==> config.mk <==
export PLATFORM = sky130hd
export DESIGN_NAME = rgb_to_ycbcr420_converter_top_flat
export DESIGN_NICKNAME = d
export VERILOG_FILES = /design/src/ycc_pkg.sv /design/src/ycc_if.sv /design/src/ycc_cfg.sv /design/src/ycc_raster.sv /design/src/ycc_csc.sv /design/src/ycc_addr.sv /design/src/rgb_to_ycbcr420_converter_top.sv /design/src/flat_wrapper.sv
export VERILOG_INCLUDE_DIRS = /design/src /design/src/src
export SDC_FILE = /design/constraint.sdc
export NUM_CORES = 2
export LEC_CHECK = 0
export ABC_AREA = 0
export BUFFER_PORTS_ARGS = -buffer_cell sky130_fd_sc_hd__buf_2
export CAP_MARGIN = 10
export CORE_MARGIN = 2
export CORE_UTILIZATION = 57
export CTS_BUF_LIST = sky130_fd_sc_hd__clkbuf_4 sky130_fd_sc_hd__clkbuf_8
export CTS_CLUSTER_SIZE = 24
export DETAILED_ROUTE_END_ITERATION = 8
export PLACE_DENSITY = 0.74
export SYNTH_ARGS = -nofsm -noshare
export SYNTH_HDL_FRONTEND = slang
export SYNTH_SLANG_ARGS = --single-unit
export TNS_END_PERCENT = 50
==> constraint.sdc <==
create_clock -name clk -period 26.3 [get_ports clk]
set_clock_uncertainty 0.2 [all_clocks]
set_input_delay 3.945 -clock clk [delete_from_list [all_inputs] [get_ports clk]]
set_output_delay 3.945 -clock clk [all_outputs]
set_load 0.05 [all_outputs]
==> src/rgb_to_ycbcr420_converter_top_macros.svh <==
// Assertion macros for the RGB to YCbCr 4:2:0 converter.
// Included by files that carry concurrent checks; no other dependencies.
`ifndef RGB_TO_YCBCR420_CONVERTER_TOP_MACROS_SVH
`define RGB_TO_YCBCR420_CONVERTER_TOP_MACROS_SVH
`ifndef SYNTH
`define YCC_ASSERT_IMP(lbl, clk, rst_n, ante, cons) \
  lbl: assert property (@(posedge clk) disable iff (!rst_n) (ante) |-> (cons)) \
    else $error("ycc check failed");
`define YCC_ASSERT_NXT(lbl, clk, rst_n, ante, cons) \
  lbl: assert property (@(posedge clk) disable iff (!rst_n) (ante) |=> (cons)) \
    else $error("ycc check failed");
`else
`define YCC_ASSERT_IMP(lbl, clk, rst_n, ante, cons)
`define YCC_ASSERT_NXT(lbl, clk, rst_n, ante, cons)
`endif
`endif

==> src/ycc_pkg.sv <==
// Shared types, constants and the sample function of the YCbCr converter.
// No dependencies.
package ycc_pkg;

  localparam int MAX_WIDTH_DEF  = 4096;
  localparam int MAX_HEIGHT_DEF = 4096;

  localparam int PIX_W          = 8;
  localparam int SIZE_W         = 13;
  localparam int STRIDE_W       = 14;
  localparam int CFG_DATA_W     = 14;
  localparam int CFG_IDX_W      = 3;
  localparam int LUMA_ADDR_W    = 25;
  localparam int CHROMA_ADDR_W  = 24;

  localparam int Q_BITS         = 16;
  localparam int COEF_W         = 18;
  localparam int SUM_W          = 30;

  // Q16 weights, rounded to nearest
  localparam logic signed [COEF_W-1:0] Y_KR  = 18'sd16843;
  localparam logic signed [COEF_W-1:0] Y_KG  = 18'sd33030;
  localparam logic signed [COEF_W-1:0] Y_KB  = 18'sd6423;
  localparam logic signed [COEF_W-1:0] CB_KR = -18'sd9699;
  localparam logic signed [COEF_W-1:0] CB_KG = -18'sd19071;
  localparam logic signed [COEF_W-1:0] CB_KB = 18'sd28770;
  localparam logic signed [COEF_W-1:0] CR_KR = 18'sd28770;
  localparam logic signed [COEF_W-1:0] CR_KG = -18'sd24117;
  localparam logic signed [COEF_W-1:0] CR_KB = -18'sd4653;

  localparam logic signed [SUM_W-1:0] Y_OFF = SUM_W'(16 <<< Q_BITS);
  localparam logic signed [SUM_W-1:0] C_OFF = SUM_W'(128 <<< Q_BITS);

  typedef enum logic [CFG_IDX_W-1:0] {
    REG_FRAME_WIDTH  = 3'd0,
    REG_FRAME_HEIGHT = 3'd1,
    REG_LUMA_STRIDE  = 3'd2,
    REG_CB_STRIDE    = 3'd3,
    REG_CR_STRIDE    = 3'd4
  } ycc_reg_t;

  typedef struct packed {
    logic [SIZE_W-1:0]   frame_width;
    logic [SIZE_W-1:0]   frame_height;
    logic [STRIDE_W-1:0] luma_stride;
    logic [STRIDE_W-1:0] cb_stride;
    logic [STRIDE_W-1:0] cr_stride;
  } ycc_cfg_t;

  typedef struct packed {
    logic chroma;
    logic last;
  } ycc_flags_t;

  // Weighted Q16 sum, truncated toward zero, clamped to 0..255
  function automatic logic [PIX_W-1:0] ycc_sample(
    input logic signed [COEF_W-1:0] kr,
    input logic signed [COEF_W-1:0] kg,
    input logic signed [COEF_W-1:0] kb,
    input logic signed [SUM_W-1:0]  off,
    input logic [PIX_W-1:0]         r,
    input logic [PIX_W-1:0]         g,
    input logic [PIX_W-1:0]         b
  );
    logic signed [SUM_W-1:0] s;
    logic signed [SUM_W-1:0] q;
    logic [PIX_W-1:0]        res;
    s = SUM_W'(kr) * SUM_W'($signed({1'b0, r}))
      + SUM_W'(kg) * SUM_W'($signed({1'b0, g}))
      + SUM_W'(kb) * SUM_W'($signed({1'b0, b}))
      + off;
    q = s >>> Q_BITS;
    if (s < 0) begin
      res = '0;
    end else if (q > SUM_W'(255)) begin
      res = '1;
    end else begin
      res = q[PIX_W-1:0];
    end
    return res;
  endfunction

endpackage

==> src/ycc_if.sv <==
// Stream interfaces of the converter: RGB pixel in, YCbCr result out.
// Depends on ycc_pkg.
interface ycc_pix_if;
  logic                       valid;
  logic                       ready;
  logic [ycc_pkg::PIX_W-1:0]  red;
  logic [ycc_pkg::PIX_W-1:0]  green;
  logic [ycc_pkg::PIX_W-1:0]  blue;

  modport source (output valid, red, green, blue, input ready);
  modport sink   (input valid, red, green, blue, output ready);
endinterface

interface ycc_res_if;
  logic                               valid;
  logic                               ready;
  logic [ycc_pkg::PIX_W-1:0]          luma;
  logic [ycc_pkg::LUMA_ADDR_W-1:0]    luma_address;
  logic                               chroma_valid;
  logic [ycc_pkg::PIX_W-1:0]          chroma_blue;
  logic [ycc_pkg::PIX_W-1:0]          chroma_red;
  logic [ycc_pkg::CHROMA_ADDR_W-1:0]  cb_address;
  logic [ycc_pkg::CHROMA_ADDR_W-1:0]  cr_address;
  logic                               frame_last;

  modport source (output valid, luma, luma_address, chroma_valid, chroma_blue,
                  chroma_red, cb_address, cr_address, frame_last, input ready);
  modport sink   (input valid, luma, luma_address, chroma_valid, chroma_blue,
                  chroma_red, cb_address, cr_address, frame_last, output ready);
endinterface

==> src/ycc_cfg.sv <==
// Configuration register file: frame size and plane strides.
// Depends on ycc_pkg.
module ycc_cfg (
  input  logic                              clk,
  input  logic                              rst_n,
  input  logic                              we_i,
  input  logic [ycc_pkg::CFG_IDX_W-1:0]     index_i,
  input  logic [ycc_pkg::CFG_DATA_W-1:0]    wdata_i,
  output ycc_pkg::ycc_cfg_t                 cfg_o
);

  ycc_pkg::ycc_cfg_t cfg_r;
  ycc_pkg::ycc_cfg_t cfg_nxt;

  always_comb begin
    cfg_nxt = cfg_r;
    if (we_i) begin
      case (index_i)
        ycc_pkg::REG_FRAME_WIDTH:  cfg_nxt.frame_width  = wdata_i[ycc_pkg::SIZE_W-1:0];
        ycc_pkg::REG_FRAME_HEIGHT: cfg_nxt.frame_height = wdata_i[ycc_pkg::SIZE_W-1:0];
        ycc_pkg::REG_LUMA_STRIDE:  cfg_nxt.luma_stride  = wdata_i[ycc_pkg::STRIDE_W-1:0];
        ycc_pkg::REG_CB_STRIDE:    cfg_nxt.cb_stride    = wdata_i[ycc_pkg::STRIDE_W-1:0];
        ycc_pkg::REG_CR_STRIDE:    cfg_nxt.cr_stride    = wdata_i[ycc_pkg::STRIDE_W-1:0];
        default: ;
      endcase
    end
  end

  always_ff @(posedge clk) begin
    if (!rst_n) begin
      cfg_r.frame_width  <= ycc_pkg::SIZE_W'(640);
      cfg_r.frame_height <= ycc_pkg::SIZE_W'(480);
      cfg_r.luma_stride  <= ycc_pkg::STRIDE_W'(640);
      cfg_r.cb_stride    <= ycc_pkg::STRIDE_W'(320);
      cfg_r.cr_stride    <= ycc_pkg::STRIDE_W'(320);
    end else begin
      cfg_r <= cfg_nxt;
    end
  end

  assign cfg_o = cfg_r;

endmodule

==> src/ycc_raster.sv <==
// Raster position counters: column and row, with frame-size limiting.
// Depends on ycc_pkg.
module ycc_raster #(
  parameter int MAX_WIDTH  = ycc_pkg::MAX_WIDTH_DEF,
  parameter int MAX_HEIGHT = ycc_pkg::MAX_HEIGHT_DEF
) (
  input  logic                          clk,
  input  logic                          rst_n,
  input  ycc_pkg::ycc_cfg_t             cfg_i,
  input  logic                          adv_i,
  output logic [$clog2(MAX_WIDTH)-1:0]  col_o,
  output logic [$clog2(MAX_HEIGHT)-1:0] row_o,
  output ycc_pkg::ycc_flags_t           flags_o
);

  localparam int CW = $clog2(MAX_WIDTH);
  localparam int RW = $clog2(MAX_HEIGHT);
  localparam int WW = $clog2(MAX_WIDTH + 1);
  localparam int HW = $clog2(MAX_HEIGHT + 1);

  logic [CW-1:0] col_r, col_nxt;
  logic [RW-1:0] row_r, row_nxt;
  logic [WW-1:0] w_lim;
  logic [HW-1:0] h_lim;
  logic [CW:0]   col_inc;
  logic [RW:0]   row_inc;
  logic          col_wrap, row_wrap;

  // zero counts as one, oversize clamps to the maximum
  always_comb begin
    if (cfg_i.frame_width == '0) begin
      w_lim = WW'(1);
    end else if (int'(cfg_i.frame_width) > MAX_WIDTH) begin
      w_lim = WW'(MAX_WIDTH);
    end else begin
      w_lim = WW'(cfg_i.frame_width);
    end
    if (cfg_i.frame_height == '0) begin
      h_lim = HW'(1);
    end else if (int'(cfg_i.frame_height) > MAX_HEIGHT) begin
      h_lim = HW'(MAX_HEIGHT);
    end else begin
      h_lim = HW'(cfg_i.frame_height);
    end
  end

  assign col_inc  = (CW+1)'(col_r) + (CW+1)'(1);
  assign row_inc  = (RW+1)'(row_r) + (RW+1)'(1);
  assign col_wrap = col_inc >= (CW+1)'(w_lim);
  assign row_wrap = row_inc >= (RW+1)'(h_lim);

  always_comb begin
    col_nxt = col_r;
    row_nxt = row_r;
    if (adv_i) begin
      if (col_wrap) begin
        col_nxt = '0;
        row_nxt = row_wrap ? '0 : row_inc[RW-1:0];
      end else begin
        col_nxt = col_inc[CW-1:0];
      end
    end
  end

  always_ff @(posedge clk) begin
    if (!rst_n) begin
      col_r <= '0;
      row_r <= '0;
    end else begin
      col_r <= col_nxt;
      row_r <= row_nxt;
    end
  end

  assign col_o          = col_r;
  assign row_o          = row_r;
  assign flags_o.chroma = !col_r[0] && !row_r[0];
  assign flags_o.last   = ((CW+1)'(col_r) == (CW+1)'(w_lim) - (CW+1)'(1))
                       && ((RW+1)'(row_r) == (RW+1)'(h_lim) - (RW+1)'(1));

endmodule

==> src/ycc_csc.sv <==
// BT.601 studio-range color matrix, Q16 weights by constants.
// Depends on ycc_pkg.
module ycc_csc (
  input  logic [ycc_pkg::PIX_W-1:0] red_i,
  input  logic [ycc_pkg::PIX_W-1:0] green_i,
  input  logic [ycc_pkg::PIX_W-1:0] blue_i,
  output logic [ycc_pkg::PIX_W-1:0] y_o,
  output logic [ycc_pkg::PIX_W-1:0] cb_o,
  output logic [ycc_pkg::PIX_W-1:0] cr_o
);

  assign y_o  = ycc_pkg::ycc_sample(ycc_pkg::Y_KR, ycc_pkg::Y_KG, ycc_pkg::Y_KB,
                                    ycc_pkg::Y_OFF, red_i, green_i, blue_i);
  assign cb_o = ycc_pkg::ycc_sample(ycc_pkg::CB_KR, ycc_pkg::CB_KG, ycc_pkg::CB_KB,
                                    ycc_pkg::C_OFF, red_i, green_i, blue_i);
  assign cr_o = ycc_pkg::ycc_sample(ycc_pkg::CR_KR, ycc_pkg::CR_KG, ycc_pkg::CR_KB,
                                    ycc_pkg::C_OFF, red_i, green_i, blue_i);

endmodule

==> src/ycc_addr.sv <==
// Plane address generator: row times stride plus column for luma, halved row and column for the chroma planes.
// Depends on ycc_pkg.
module ycc_addr #(
  parameter int MAX_WIDTH  = ycc_pkg::MAX_WIDTH_DEF,
  parameter int MAX_HEIGHT = ycc_pkg::MAX_HEIGHT_DEF
) (
  input  ycc_pkg::ycc_cfg_t                  cfg_i,
  input  logic [$clog2(MAX_WIDTH)-1:0]       col_i,
  input  logic [$clog2(MAX_HEIGHT)-1:0]      row_i,
  output logic [ycc_pkg::LUMA_ADDR_W-1:0]    luma_addr_o,
  output logic [ycc_pkg::CHROMA_ADDR_W-1:0]  cb_addr_o,
  output logic [ycc_pkg::CHROMA_ADDR_W-1:0]  cr_addr_o
);

  localparam int CW = $clog2(MAX_WIDTH);
  localparam int RW = $clog2(MAX_HEIGHT);
  localparam int PW = RW + ycc_pkg::STRIDE_W;
  localparam int MW = (PW > CW) ? PW : CW;
  localparam int XW = (MW + 1 > ycc_pkg::LUMA_ADDR_W) ? MW + 1 : ycc_pkg::LUMA_ADDR_W;

  logic [RW-1:0] half_row;
  logic [CW-1:0] half_col;
  logic [PW-1:0] l_prod, cb_prod, cr_prod;
  logic [XW-1:0] l_sum, cb_sum, cr_sum;

  assign half_row = row_i >> 1;
  assign half_col = col_i >> 1;

  assign l_prod  = PW'(row_i) * PW'(cfg_i.luma_stride);
  assign cb_prod = PW'(half_row) * PW'(cfg_i.cb_stride);
  assign cr_prod = PW'(half_row) * PW'(cfg_i.cr_stride);

  assign l_sum  = XW'(l_prod) + XW'(col_i);
  assign cb_sum = XW'(cb_prod) + XW'(half_col);
  assign cr_sum = XW'(cr_prod) + XW'(half_col);

  // addresses wrap to their field widths
  assign luma_addr_o = l_sum[ycc_pkg::LUMA_ADDR_W-1:0];
  assign cb_addr_o   = cb_sum[ycc_pkg::CHROMA_ADDR_W-1:0];
  assign cr_addr_o   = cr_sum[ycc_pkg::CHROMA_ADDR_W-1:0];

endmodule

==> src/rgb_to_ycbcr420_converter_top.sv <==
// Top level of the RGB to YCbCr 4:2:0 converter: input register, color matrix,
// address generator, result register. Depends on ycc_pkg, ycc_if and all ycc_* modules.
//
// Converts a raster-order stream of 8-bit RGB pixels to studio-range BT.601
// YCbCr. Every pixel beat on in_pix yields exactly one result beat on out_res
// carrying luma and its luma-plane address; on even rows and even columns the
// beat also carries Cb, Cr and their plane addresses (top-left sample of each
// 2x2 block) with chroma_valid set, else those fields read 0. frame_last flags
// the bottom-right pixel of the frame. Throughput is one pixel per clock while
// the receiver keeps ready high; pixels pass the input register, then the result
// register, with the color matrix and the three stride multipliers in the single
// logic stage between them. The result register lets the block take a new pixel
// while a finished result waits. Registers (cfg_index): 0 frame_width, 1 frame_height,
// 2 luma_stride, 3 cb_stride, 4 cr_stride; write them only while the stream is
// idle. Raster counters restart at reset and after the last pixel of a frame.
module rgb_to_ycbcr420_converter_top #(
  parameter int MAX_WIDTH  = ycc_pkg::MAX_WIDTH_DEF,
  parameter int MAX_HEIGHT = ycc_pkg::MAX_HEIGHT_DEF
) (
  input  logic                              clk,
  input  logic                              rst_n,
  ycc_pix_if.sink                           in_pix,
  ycc_res_if.source                         out_res,
  input  logic                              cfg_we,
  input  logic [ycc_pkg::CFG_IDX_W-1:0]     cfg_index,
  input  logic [ycc_pkg::CFG_DATA_W-1:0]    cfg_wdata
);

  `include "rgb_to_ycbcr420_converter_top_macros.svh"

  localparam int CW = $clog2(MAX_WIDTH);
  localparam int RW = $clog2(MAX_HEIGHT);

  ycc_pkg::ycc_cfg_t   cfg;
  ycc_pkg::ycc_flags_t pos_flags;
  logic [CW-1:0]       pos_col;
  logic [RW-1:0]       pos_row;

  // handshake
  logic in_acc;
  logic out_adv;   // result register can take a new beat
  logic s1_load;

  // input stage
  logic                      s1_v_r, s1_v_nxt;
  logic [ycc_pkg::PIX_W-1:0] s1_red_r, s1_green_r, s1_blue_r;
  logic [CW-1:0]             s1_col_r;
  logic [RW-1:0]             s1_row_r;
  ycc_pkg::ycc_flags_t       s1_flags_r;

  // combinational results of stage 1
  logic [ycc_pkg::PIX_W-1:0]         y_c, cb_c, cr_c;
  logic [ycc_pkg::LUMA_ADDR_W-1:0]   laddr_c;
  logic [ycc_pkg::CHROMA_ADDR_W-1:0] cbaddr_c, craddr_c;

  // result stage
  logic                              out_v_r, out_v_nxt;
  logic [ycc_pkg::PIX_W-1:0]         luma_r, cb_r, cr_r;
  logic [ycc_pkg::LUMA_ADDR_W-1:0]   laddr_r;
  logic [ycc_pkg::CHROMA_ADDR_W-1:0] cbaddr_r, craddr_r;
  logic                              chroma_r, last_r;

  ycc_cfg u_cfg (
    .clk     (clk),
    .rst_n   (rst_n),
    .we_i    (cfg_we),
    .index_i (cfg_index),
    .wdata_i (cfg_wdata),
    .cfg_o   (cfg)
  );

  // counters step on each accepted pixel; position is sampled with the pixel
  ycc_raster #(
    .MAX_WIDTH  (MAX_WIDTH),
    .MAX_HEIGHT (MAX_HEIGHT)
  ) u_raster (
    .clk     (clk),
    .rst_n   (rst_n),
    .cfg_i   (cfg),
    .adv_i   (in_acc),
    .col_o   (pos_col),
    .row_o   (pos_row),
    .flags_o (pos_flags)
  );

  // Flow control: result register frees up when empty or drained this cycle,
  // the input register when empty or moving forward.
  assign out_adv      = !out_v_r || out_res.ready;
  assign in_pix.ready = !s1_v_r || out_adv;
  assign in_acc       = in_pix.valid && in_pix.ready;
  assign s1_load      = out_adv && s1_v_r;

  always_comb begin
    s1_v_nxt = s1_v_r;
    if (in_acc) begin
      s1_v_nxt = 1'b1;
    end else if (out_adv) begin
      s1_v_nxt = 1'b0;
    end
    out_v_nxt = out_adv ? s1_v_r : out_v_r;
  end

  always_ff @(posedge clk) begin
    if (!rst_n) begin
      s1_v_r  <= 1'b0;
      out_v_r <= 1'b0;
    end else begin
      s1_v_r  <= s1_v_nxt;
      out_v_r <= out_v_nxt;
    end
  end

  always_ff @(posedge clk) begin
    if (in_acc) begin
      s1_red_r   <= in_pix.red;
      s1_green_r <= in_pix.green;
      s1_blue_r  <= in_pix.blue;
      s1_col_r   <= pos_col;
      s1_row_r   <= pos_row;
      s1_flags_r <= pos_flags;
    end
  end

  ycc_csc u_csc (
    .red_i   (s1_red_r),
    .green_i (s1_green_r),
    .blue_i  (s1_blue_r),
    .y_o     (y_c),
    .cb_o    (cb_c),
    .cr_o    (cr_c)
  );

  ycc_addr #(
    .MAX_WIDTH  (MAX_WIDTH),
    .MAX_HEIGHT (MAX_HEIGHT)
  ) u_addr (
    .cfg_i       (cfg),
    .col_i       (s1_col_r),
    .row_i       (s1_row_r),
    .luma_addr_o (laddr_c),
    .cb_addr_o   (cbaddr_c),
    .cr_addr_o   (craddr_c)
  );

  // chroma fields are forced to zero off the 2x2 sampling grid
  always_ff @(posedge clk) begin
    if (s1_load) begin
      luma_r   <= y_c;
      laddr_r  <= laddr_c;
      chroma_r <= s1_flags_r.chroma;
      last_r   <= s1_flags_r.last;
      cb_r     <= s1_flags_r.chroma ? cb_c : '0;
      cr_r     <= s1_flags_r.chroma ? cr_c : '0;
      cbaddr_r <= s1_flags_r.chroma ? cbaddr_c : '0;
      craddr_r <= s1_flags_r.chroma ? craddr_c : '0;
    end
  end

  assign out_res.valid        = out_v_r;
  assign out_res.luma         = luma_r;
  assign out_res.luma_address = laddr_r;
  assign out_res.chroma_valid = chroma_r;
  assign out_res.chroma_blue  = cb_r;
  assign out_res.chroma_red   = cr_r;
  assign out_res.cb_address   = cbaddr_r;
  assign out_res.cr_address   = craddr_r;
  assign out_res.frame_last   = last_r;

  // an accepted pixel always occupies the input register next cycle
  `YCC_ASSERT_NXT(a_s1_fill, clk, rst_n, in_acc, s1_v_r)
  // last pixel of a frame restarts the raster at the origin
  `YCC_ASSERT_NXT(a_frame_wrap, clk, rst_n, in_acc && pos_flags.last, (pos_col == '0) && (pos_row == '0))
  // luma offset keeps Y at or above 16
  `YCC_ASSERT_IMP(a_luma_floor, clk, rst_n, out_v_r, luma_r >= 8'd16)
  // off-grid results carry no chroma
  `YCC_ASSERT_IMP(a_chroma_zero, clk, rst_n, out_v_r && !chroma_r, (cb_r == '0) && (cr_r == '0) && (cbaddr_r == '0) && (craddr_r == '0))

endmodule

==> src/flat_wrapper.sv <==
// flat-port wrapper written by rule: the top's interface ports become plain ports
module rgb_to_ycbcr420_converter_top_flat 
#(
  parameter int MAX_WIDTH  = ycc_pkg::MAX_WIDTH_DEF,
  parameter int MAX_HEIGHT = ycc_pkg::MAX_HEIGHT_DEF
)
  (clk, rst_n, cfg_we, cfg_index, cfg_wdata, in_pix_valid, in_pix_red, in_pix_green, in_pix_blue, in_pix_ready, out_res_valid, out_res_luma, out_res_luma_address, out_res_chroma_valid, out_res_chroma_blue, out_res_chroma_red, out_res_cb_address, out_res_cr_address, out_res_frame_last, out_res_ready);
  ycc_pix_if in_pix_i ();
  ycc_res_if out_res_i ();
  input  logic clk;
  input  logic rst_n;
  input  logic cfg_we;
  input  logic [ycc_pkg::CFG_IDX_W-1:0] cfg_index;
  input  logic [ycc_pkg::CFG_DATA_W-1:0] cfg_wdata;
  input wire logic [$bits(in_pix_i.valid)-1:0] in_pix_valid;
  input wire logic [$bits(in_pix_i.red)-1:0] in_pix_red;
  input wire logic [$bits(in_pix_i.green)-1:0] in_pix_green;
  input wire logic [$bits(in_pix_i.blue)-1:0] in_pix_blue;
  output wire logic [$bits(in_pix_i.ready)-1:0] in_pix_ready;
  output wire logic [$bits(out_res_i.valid)-1:0] out_res_valid;
  output wire logic [$bits(out_res_i.luma)-1:0] out_res_luma;
  output wire logic [$bits(out_res_i.luma_address)-1:0] out_res_luma_address;
  output wire logic [$bits(out_res_i.chroma_valid)-1:0] out_res_chroma_valid;
  output wire logic [$bits(out_res_i.chroma_blue)-1:0] out_res_chroma_blue;
  output wire logic [$bits(out_res_i.chroma_red)-1:0] out_res_chroma_red;
  output wire logic [$bits(out_res_i.cb_address)-1:0] out_res_cb_address;
  output wire logic [$bits(out_res_i.cr_address)-1:0] out_res_cr_address;
  output wire logic [$bits(out_res_i.frame_last)-1:0] out_res_frame_last;
  input wire logic [$bits(out_res_i.ready)-1:0] out_res_ready;
  assign in_pix_i.valid = in_pix_valid;
  assign in_pix_i.red = in_pix_red;
  assign in_pix_i.green = in_pix_green;
  assign in_pix_i.blue = in_pix_blue;
  assign in_pix_ready = in_pix_i.ready;
  assign out_res_valid = out_res_i.valid;
  assign out_res_luma = out_res_i.luma;
  assign out_res_luma_address = out_res_i.luma_address;
  assign out_res_chroma_valid = out_res_i.chroma_valid;
  assign out_res_chroma_blue = out_res_i.chroma_blue;
  assign out_res_chroma_red = out_res_i.chroma_red;
  assign out_res_cb_address = out_res_i.cb_address;
  assign out_res_cr_address = out_res_i.cr_address;
  assign out_res_frame_last = out_res_i.frame_last;
  assign out_res_i.ready = out_res_ready;
  rgb_to_ycbcr420_converter_top #(.MAX_WIDTH(MAX_WIDTH), .MAX_HEIGHT(MAX_HEIGHT)) u_core (.clk(clk), .rst_n(rst_n), .in_pix(in_pix_i), .out_res(out_res_i), .cfg_we(cfg_we), .cfg_index(cfg_index), .cfg_wdata(cfg_wdata));
endmodule
Word level (Yosys, flattened, before mapping):

Cells that the tools add are included.

* equal/unequal tests: 6
* reduce and logical (&&, ||, !) cells: 22
* bitwise operators: 1
* order comparisons: 10
* $add $sub $neg: 16
* multiply operators: 12
* multiplexer cells: 11

Operators with widths (number)
* $add 27x25->28 const B: 2
* $lt 28x1->1 const B: 2
* $add 24x25->26: 2
* $mux 13: 4
* $mul 16x9->25 const A: 2
* $add 24x11->24: 2
* $mul 11x14->24: 2
* $mul 15x8->23 const A: 2
* $mul 14x8->22 const A: 2
* $add 30x22->30: 1
* $add 30x22->30 const B: 1
* $add 30x25->30: 1
* $lt 30x1->1 const B: 1
* $add 26x23->27: 1
* $add 26x24->27: 1
* $add 12x1->13 const B: 2
* $eq 12x13->1: 2
* $ge 13x13->1: 2
* $gt 13x13->1 const B: 2
* $logic_not 13->1: 2
* $sub 13x1->13 const B: 2
* $add 25x12->25: 1
* $mul 12x14->25: 1
* $gt 12x9->1 const B: 2
* other kinds (18): 36

* bits in registers: 243
* output and inout port bits: 101
* logic and storage cells: 102
* bits of input ports: 46

Longest topological paths before layout:

* depth after elaboration: 6
* depth in mapped cells: 34
* gate-level depth less buffers: 33

By module:

A second synthesis with hierarchy kept.

* cells, all modules: 4808
* area, all modules: 46171.8 um^2

By module, submodules not included
* ycc_csc: area an instance 19089.6 um^2, instances 1, seq. area each 0.0 um^2, cells an instance 1962
* ycc_addr: area an instance 16402.0 um^2, instances 1, seq. area each 0.0 um^2, cells an instance 1955
* rgb_to_ycbcr420_converter_top: area an instance 5068.6 um^2, instances 1, seq. area each 4514.3 um^2, cells an instance 228
* ycc_raster: area an instance 3056.7 um^2, instances 1, seq. area each 480.5 um^2, cells an instance 416
* ycc_cfg: area an instance 2555.0 um^2, instances 1, seq. area each 1361.3 um^2, cells an instance 247

Worst setup path before layout:

No wires, ideal clock.

* path type: input to register
* start: input port out_res_ready
* end: register u_core.cbaddr_r, in the netlist u_core.out_res.cb_address[0], enable pin
* path slack: 17.122 ns
* arrival time: 8.409 ns
* cell stages on the path: 2
* path buffers: 0
* library setup time: 0.570 ns
* required time: 25.530 ns
* cell sequence: nor2b_1 nor2b_1

* word-level cells in the longest chain between the ends: 2

RTL lines
* start, declared: line flat_wrapper.sv:29 `input wire logic [$bits(out_res_i.ready)-1:0] out_res_ready;`
* $logic_or 1x1->1: line rgb_to_ycbcr420_converter_top.sv:88 `assign out_adv = !out_v_r || out_res.ready;`
* $logic_and 1x1->1: line rgb_to_ycbcr420_converter_top.sv:91 `assign s1_load = out_adv && s1_v_r;`
* net u_core.s1_load: line rgb_to_ycbcr420_converter_top.sv:42 `logic s1_load;`
* end signal, assigned: line rgb_to_ycbcr420_converter_top.sv:154 `cbaddr_r <= s1_flags_r.chroma ? cbaddr_c : '0;`
* end, declared: line rgb_to_ycbcr420_converter_top.sv:60 `logic [ycc_pkg::CHROMA_ADDR_W-1:0] cbaddr_r, craddr_r;`

The timed path passes the listed nets, and every way through them passes these cells.
A chain may end at the register's enable or synchronous reset.

Final worst setup path:

* start: register u_core.s1_blue_r[0] (netlist bit)
* end: register u_core.cb_r, in the netlist u_core.out_res.chroma_blue[7], data pin

* word-level cells in the longest chain between the ends: 5
* elaborated cells between the ends (all ways): 7
* those cells by class: 2 x add/sub; 1 x mul; 2 x order compare; 1 x mux; 1 x reduce/logical

RTL lines
* start, declared: line rgb_to_ycbcr420_converter_top.sv:46 `logic [ycc_pkg::PIX_W-1:0] s1_red_r, s1_green_r, s1_blue_r;`
* start signal, assigned: line rgb_to_ycbcr420_converter_top.sv:117 `s1_blue_r <= in_pix.blue;`
* $mul 14x8->22 (*): line ycc_pkg.sv:70 `+ SUM_W'(kb) * SUM_W'($signed({1'b0, b}))`
* $add 26x24->27 (*): line ycc_pkg.sv:70
* $add 27x25->28 (*): line ycc_pkg.sv:71 `+ off;`
* $lt 28x1->1 or $gt 12x9->1 (tied branches): line ycc_pkg.sv:73, ycc_pkg.sv:75
* $reduce_or 2->1 (no source line) or $mux 8 (tied branches)
* end signal, assigned: line rgb_to_ycbcr420_converter_top.sv:152 `cb_r <= s1_flags_r.chroma ? cb_c : '0;`
* end, declared: line rgb_to_ycbcr420_converter_top.sv:58 `logic [ycc_pkg::PIX_W-1:0] luma_r, cb_r, cr_r;`

Mark *: on every way between the ends. The rest lies on a longest branch, timed or not.

==> impl_metrics.tcl <==
set metrics [dict create \
    outcome "finished, final reports clean" \
    hold_violations 0 \
    post_dp_cell_area_um2 47800 \
    hp-start "u_core.s1_flags_r[0]$_DFFE_PP_" \
    fill_cells 6836 \
    cts-root-buf "clkbuf_8" \
    clk-insertion-delay-late_ns 0.69 \
    synthAdderAreaFrac_pct 51.5 \
    finalCriticalPeriod_ns 9.43 \
    first_pass_iters 6 \
    drive_gt1_share_pct 6.30 \
    antenna_found_initial 7 \
    drtIter0Drc 2491 \
    fin_setup_tns_ns 0 \
    relSlewSlack_pct 38.4 \
    crit_path_start_kind "flop" \
    fin_ws_ns 16.87 \
    die_area_um2 83200 \
    fin_crit_sh_pct 35.9 \
    place.gp.congestion 1.02 \
    ys_seq_area_share_pct 13.8 \
    max_cap_violations 0 \
    worstReg2RegStart "u_core.s1_blue_r[0]$_DFFE_PP_" \
    wl_per_cell_um 20.5 \
    drc 0 \
    end_kind "flop" \
    ir_worst_vdd_mv 0.291 \
    path_clk_slew_ns 0.06 \
    crit_type "reg -> reg" \
    fmax_ghz 0.106 \
    slowest_stage "edfxtp_1" \
    grt_max_degree 94 \
    synthSimpleGateAreaFrac_pct 12.8 \
    cp-startpoint "u_core.s1_blue_r[0]$_DFFE_PP_" \
    synth_top_family_by_area "adder cells" \
    async_reset_ff_share_pct 0 \
    cp_num_buf_inv 6 \
    cts_hold_buf 0 \
    worstHoldPathType "reg -> reg" \
    synth_edf_count 149 \
    cts_made_buffers 50 \
    num_vias 33563 \
    gr-total-overflow 0 \
    dp_hpwl_um 103000 \
    slew_viol_final 0 \
    arrival_ns 9.66 \
    synth_nets 6368 \
    synth_area_leaders "fa_1 33%, ha_1 19%, edfxtp_1 9.7%" \
    synthMuxAreaShare_pct 0.204 \
    grt_pass1_wl_um 195000 \
    dp.cells 5966 \
    netlist_instances 4875 \
    path_delay_family "adder cells" \
    pre_cts_ws_ns 16.98 \
    cp.required_ns 26.52 \
    instances_no_fill 6062 \
    cpPeakStageDelay_ns 0.89 \
    cts_tree "done" \
    ant_nets 0 \
    io_buffer_count 146 \
    viasPerCell 5.54 \
    rows 104 \
    crit_path_max_fanout 12 \
    cts_max_level 2 \
    drt_wl_total_um 124000 \
    worst_slew_pin_slew_ns 0.922 \
    p_total_mw 6.75 \
    ys_seq_elements 243 \
    power_density_nw_per_um2 138 \
    holdWs_ns 0.263 \
    area_growth_pct 6.39 \
    die_h_um 288 \
    synth_top_cell_area_share_pct 32.7 \
    postSynthAreaPerCell_um2 9.46 \
    synth_xor_area_share_pct 3.99 \
    synth_common_cells "1,062 x inv_1, 752 x fa_1, 695 x ha_1, 591 x nand2_1, 186 x and2_1" \
    yosys.cell_types.count 93 \
    post_cts_buffers 0 \
    cts-resized-gates 0 \
    synth.most_common_cell "inv_1" \
    ys_warn_count 0 \
    start_util_pct 57.4 \
    num-nets-final 6451 \
    synthFlopType "edfxtp_1" \
    rsz0062_at_grt "no" \
    ctsLongestPathBuffers 3 \
    final_util_pct 61.1 \
    yosys.area.top_type "fa_1" \
    p_leak_nw 24.7 \
    ioPinCount 147 \
    synth_compound_area_share_pct 7.91 \
    netlist_area_um2 46100 \
    core_region_area_um2 80300 \
    gr-usage-all-layers_pct 31.0 \
    clock_sinks 243 \
    design_area_um2 49000 \
    fp.dieW_um 288 \
    grt_pass1_vias 34784 \
    finalSetupViolCount 0 \
]
-- metal layers --
layer / vias to the layer above / GRT usage [%] / part of all wire (%)
li1: 15580 / - / -
met1: 16545 / 43.6 / 43
met2: 1224 / 45.9 / 43
met3: 212 / 9.83 / 11
met5: - / 0 / 0.013
met4: 2 / 9.79 / 3.2
-- area by class of cell --
| cell class | instances | area [um^2] | area share [%] |
|---|---|---|---|
| multi-input cells | 3428 | 35200 | 71.8 |
| flip-flops and latches | 243 | 6360 | 13.0 |
| inverters | 1063 | 3990 | 8.14 |
| well taps | 1060 | 1330 | 2.70 |
| repair buffers | 172 | 926 | 1.89 |
| clock buffers | 74 | 925 | 1.89 |
| clock inverters | 17 | 283 | 0.577 |
| diodes | 5 | 12.5 | 0.0255 |
-- report_power, final --
group	switching, mW	internal, mW
clock network	0.196	0.296
logic	3.26	2.41
registers	0.0371	0.557
total	3.49	3.26
-- logic make-up after synthesis --
| family | count (synthesis) |
|---|---|
| adders and majority gates | 1447 |
| and+or+nand+nor | 1232 |
| DFF | 243 |
| muxes | 8 |
| buffers and inverters | 1204 |
| xor gates and xnor gates | 210 |
| AOI/OAI and AO/OA | 531 |
-- worst register-to-register path: cells and delay by family, from the launching register on --
family	cells	cell delay, ns
compound gates	10	2.14
fa+ha+maj	9	3.86
buf+inv	6	0.51
flops	1	0.89
simple gates	6	1.58
-- sequential cells by signal (all words and copies together), names as in the netlist, 12 cells and up --
name / count
u_core.out_res.cr_address: 24
u_core.u_raster.col_o: 12
u_core.s1_row_r: 12
u_core.u_cfg.cfg_o: 68
u_core.out_res.cb_address: 24
u_core.u_raster.row_o: 12
u_core.out_res.luma_address: 25
u_core.s1_col_r: 12
-- layout by cell type, fill, tap and decap left out, types with 7 or more instances in the layout --
cell type  synthesis  layout
a211oi_1          13      13
a31oi_1           13      13
nand4b_1          13      13
nand2_1          591     591
nand4_1           20      20
xor2_1            69      69
edfxtp_1         149     149
o2111ai_1          7       7
bufinv_16          0       7
or2_2             19      19
xnor2_1          141     141
or3_1              8       8
nor3_1            41      41
fa_1             752     752
nand2b_1          25      25
nor4_1             9       9
and3_1            38      38
a21o_1            61      61
o21a_1            39      39
buf_4              0      26
buf_2              4     146
dfxtp_1           94      94
o21ai_1           29      29
o21ai_0           65      65
nor2b_1           33      32
clkbuf_8           0      59
clkbuf_4           0      15
a32o_1             8       8
nand3_1           69      69
inv_1           1062    1061
ha_1             695     695
o21bai_1          12      12
nor2_1           141     141
a21boi_0          61      61
o211ai_1          14      14
and2_1           186     186
o31ai_1            8       8
a21oi_1          123     123
-- path summary, 6_finish.rpt --
kind                                                 endpoint  slack, ns  cells past startpoint
hold / removal            u_core.out_res.frame_last$_DFFE_PP_       0.26                      0
hold reg to reg           u_core.out_res.frame_last$_DFFE_PP_       0.26                      0
setup / recovery  u_core.out_res.chroma_blue[7]$_SDFFCE_PP0P_      16.87                     31
setup reg to reg  u_core.out_res.chroma_blue[7]$_SDFFCE_PP0P_      16.87                     31
(Power assumes the default switching activity.)
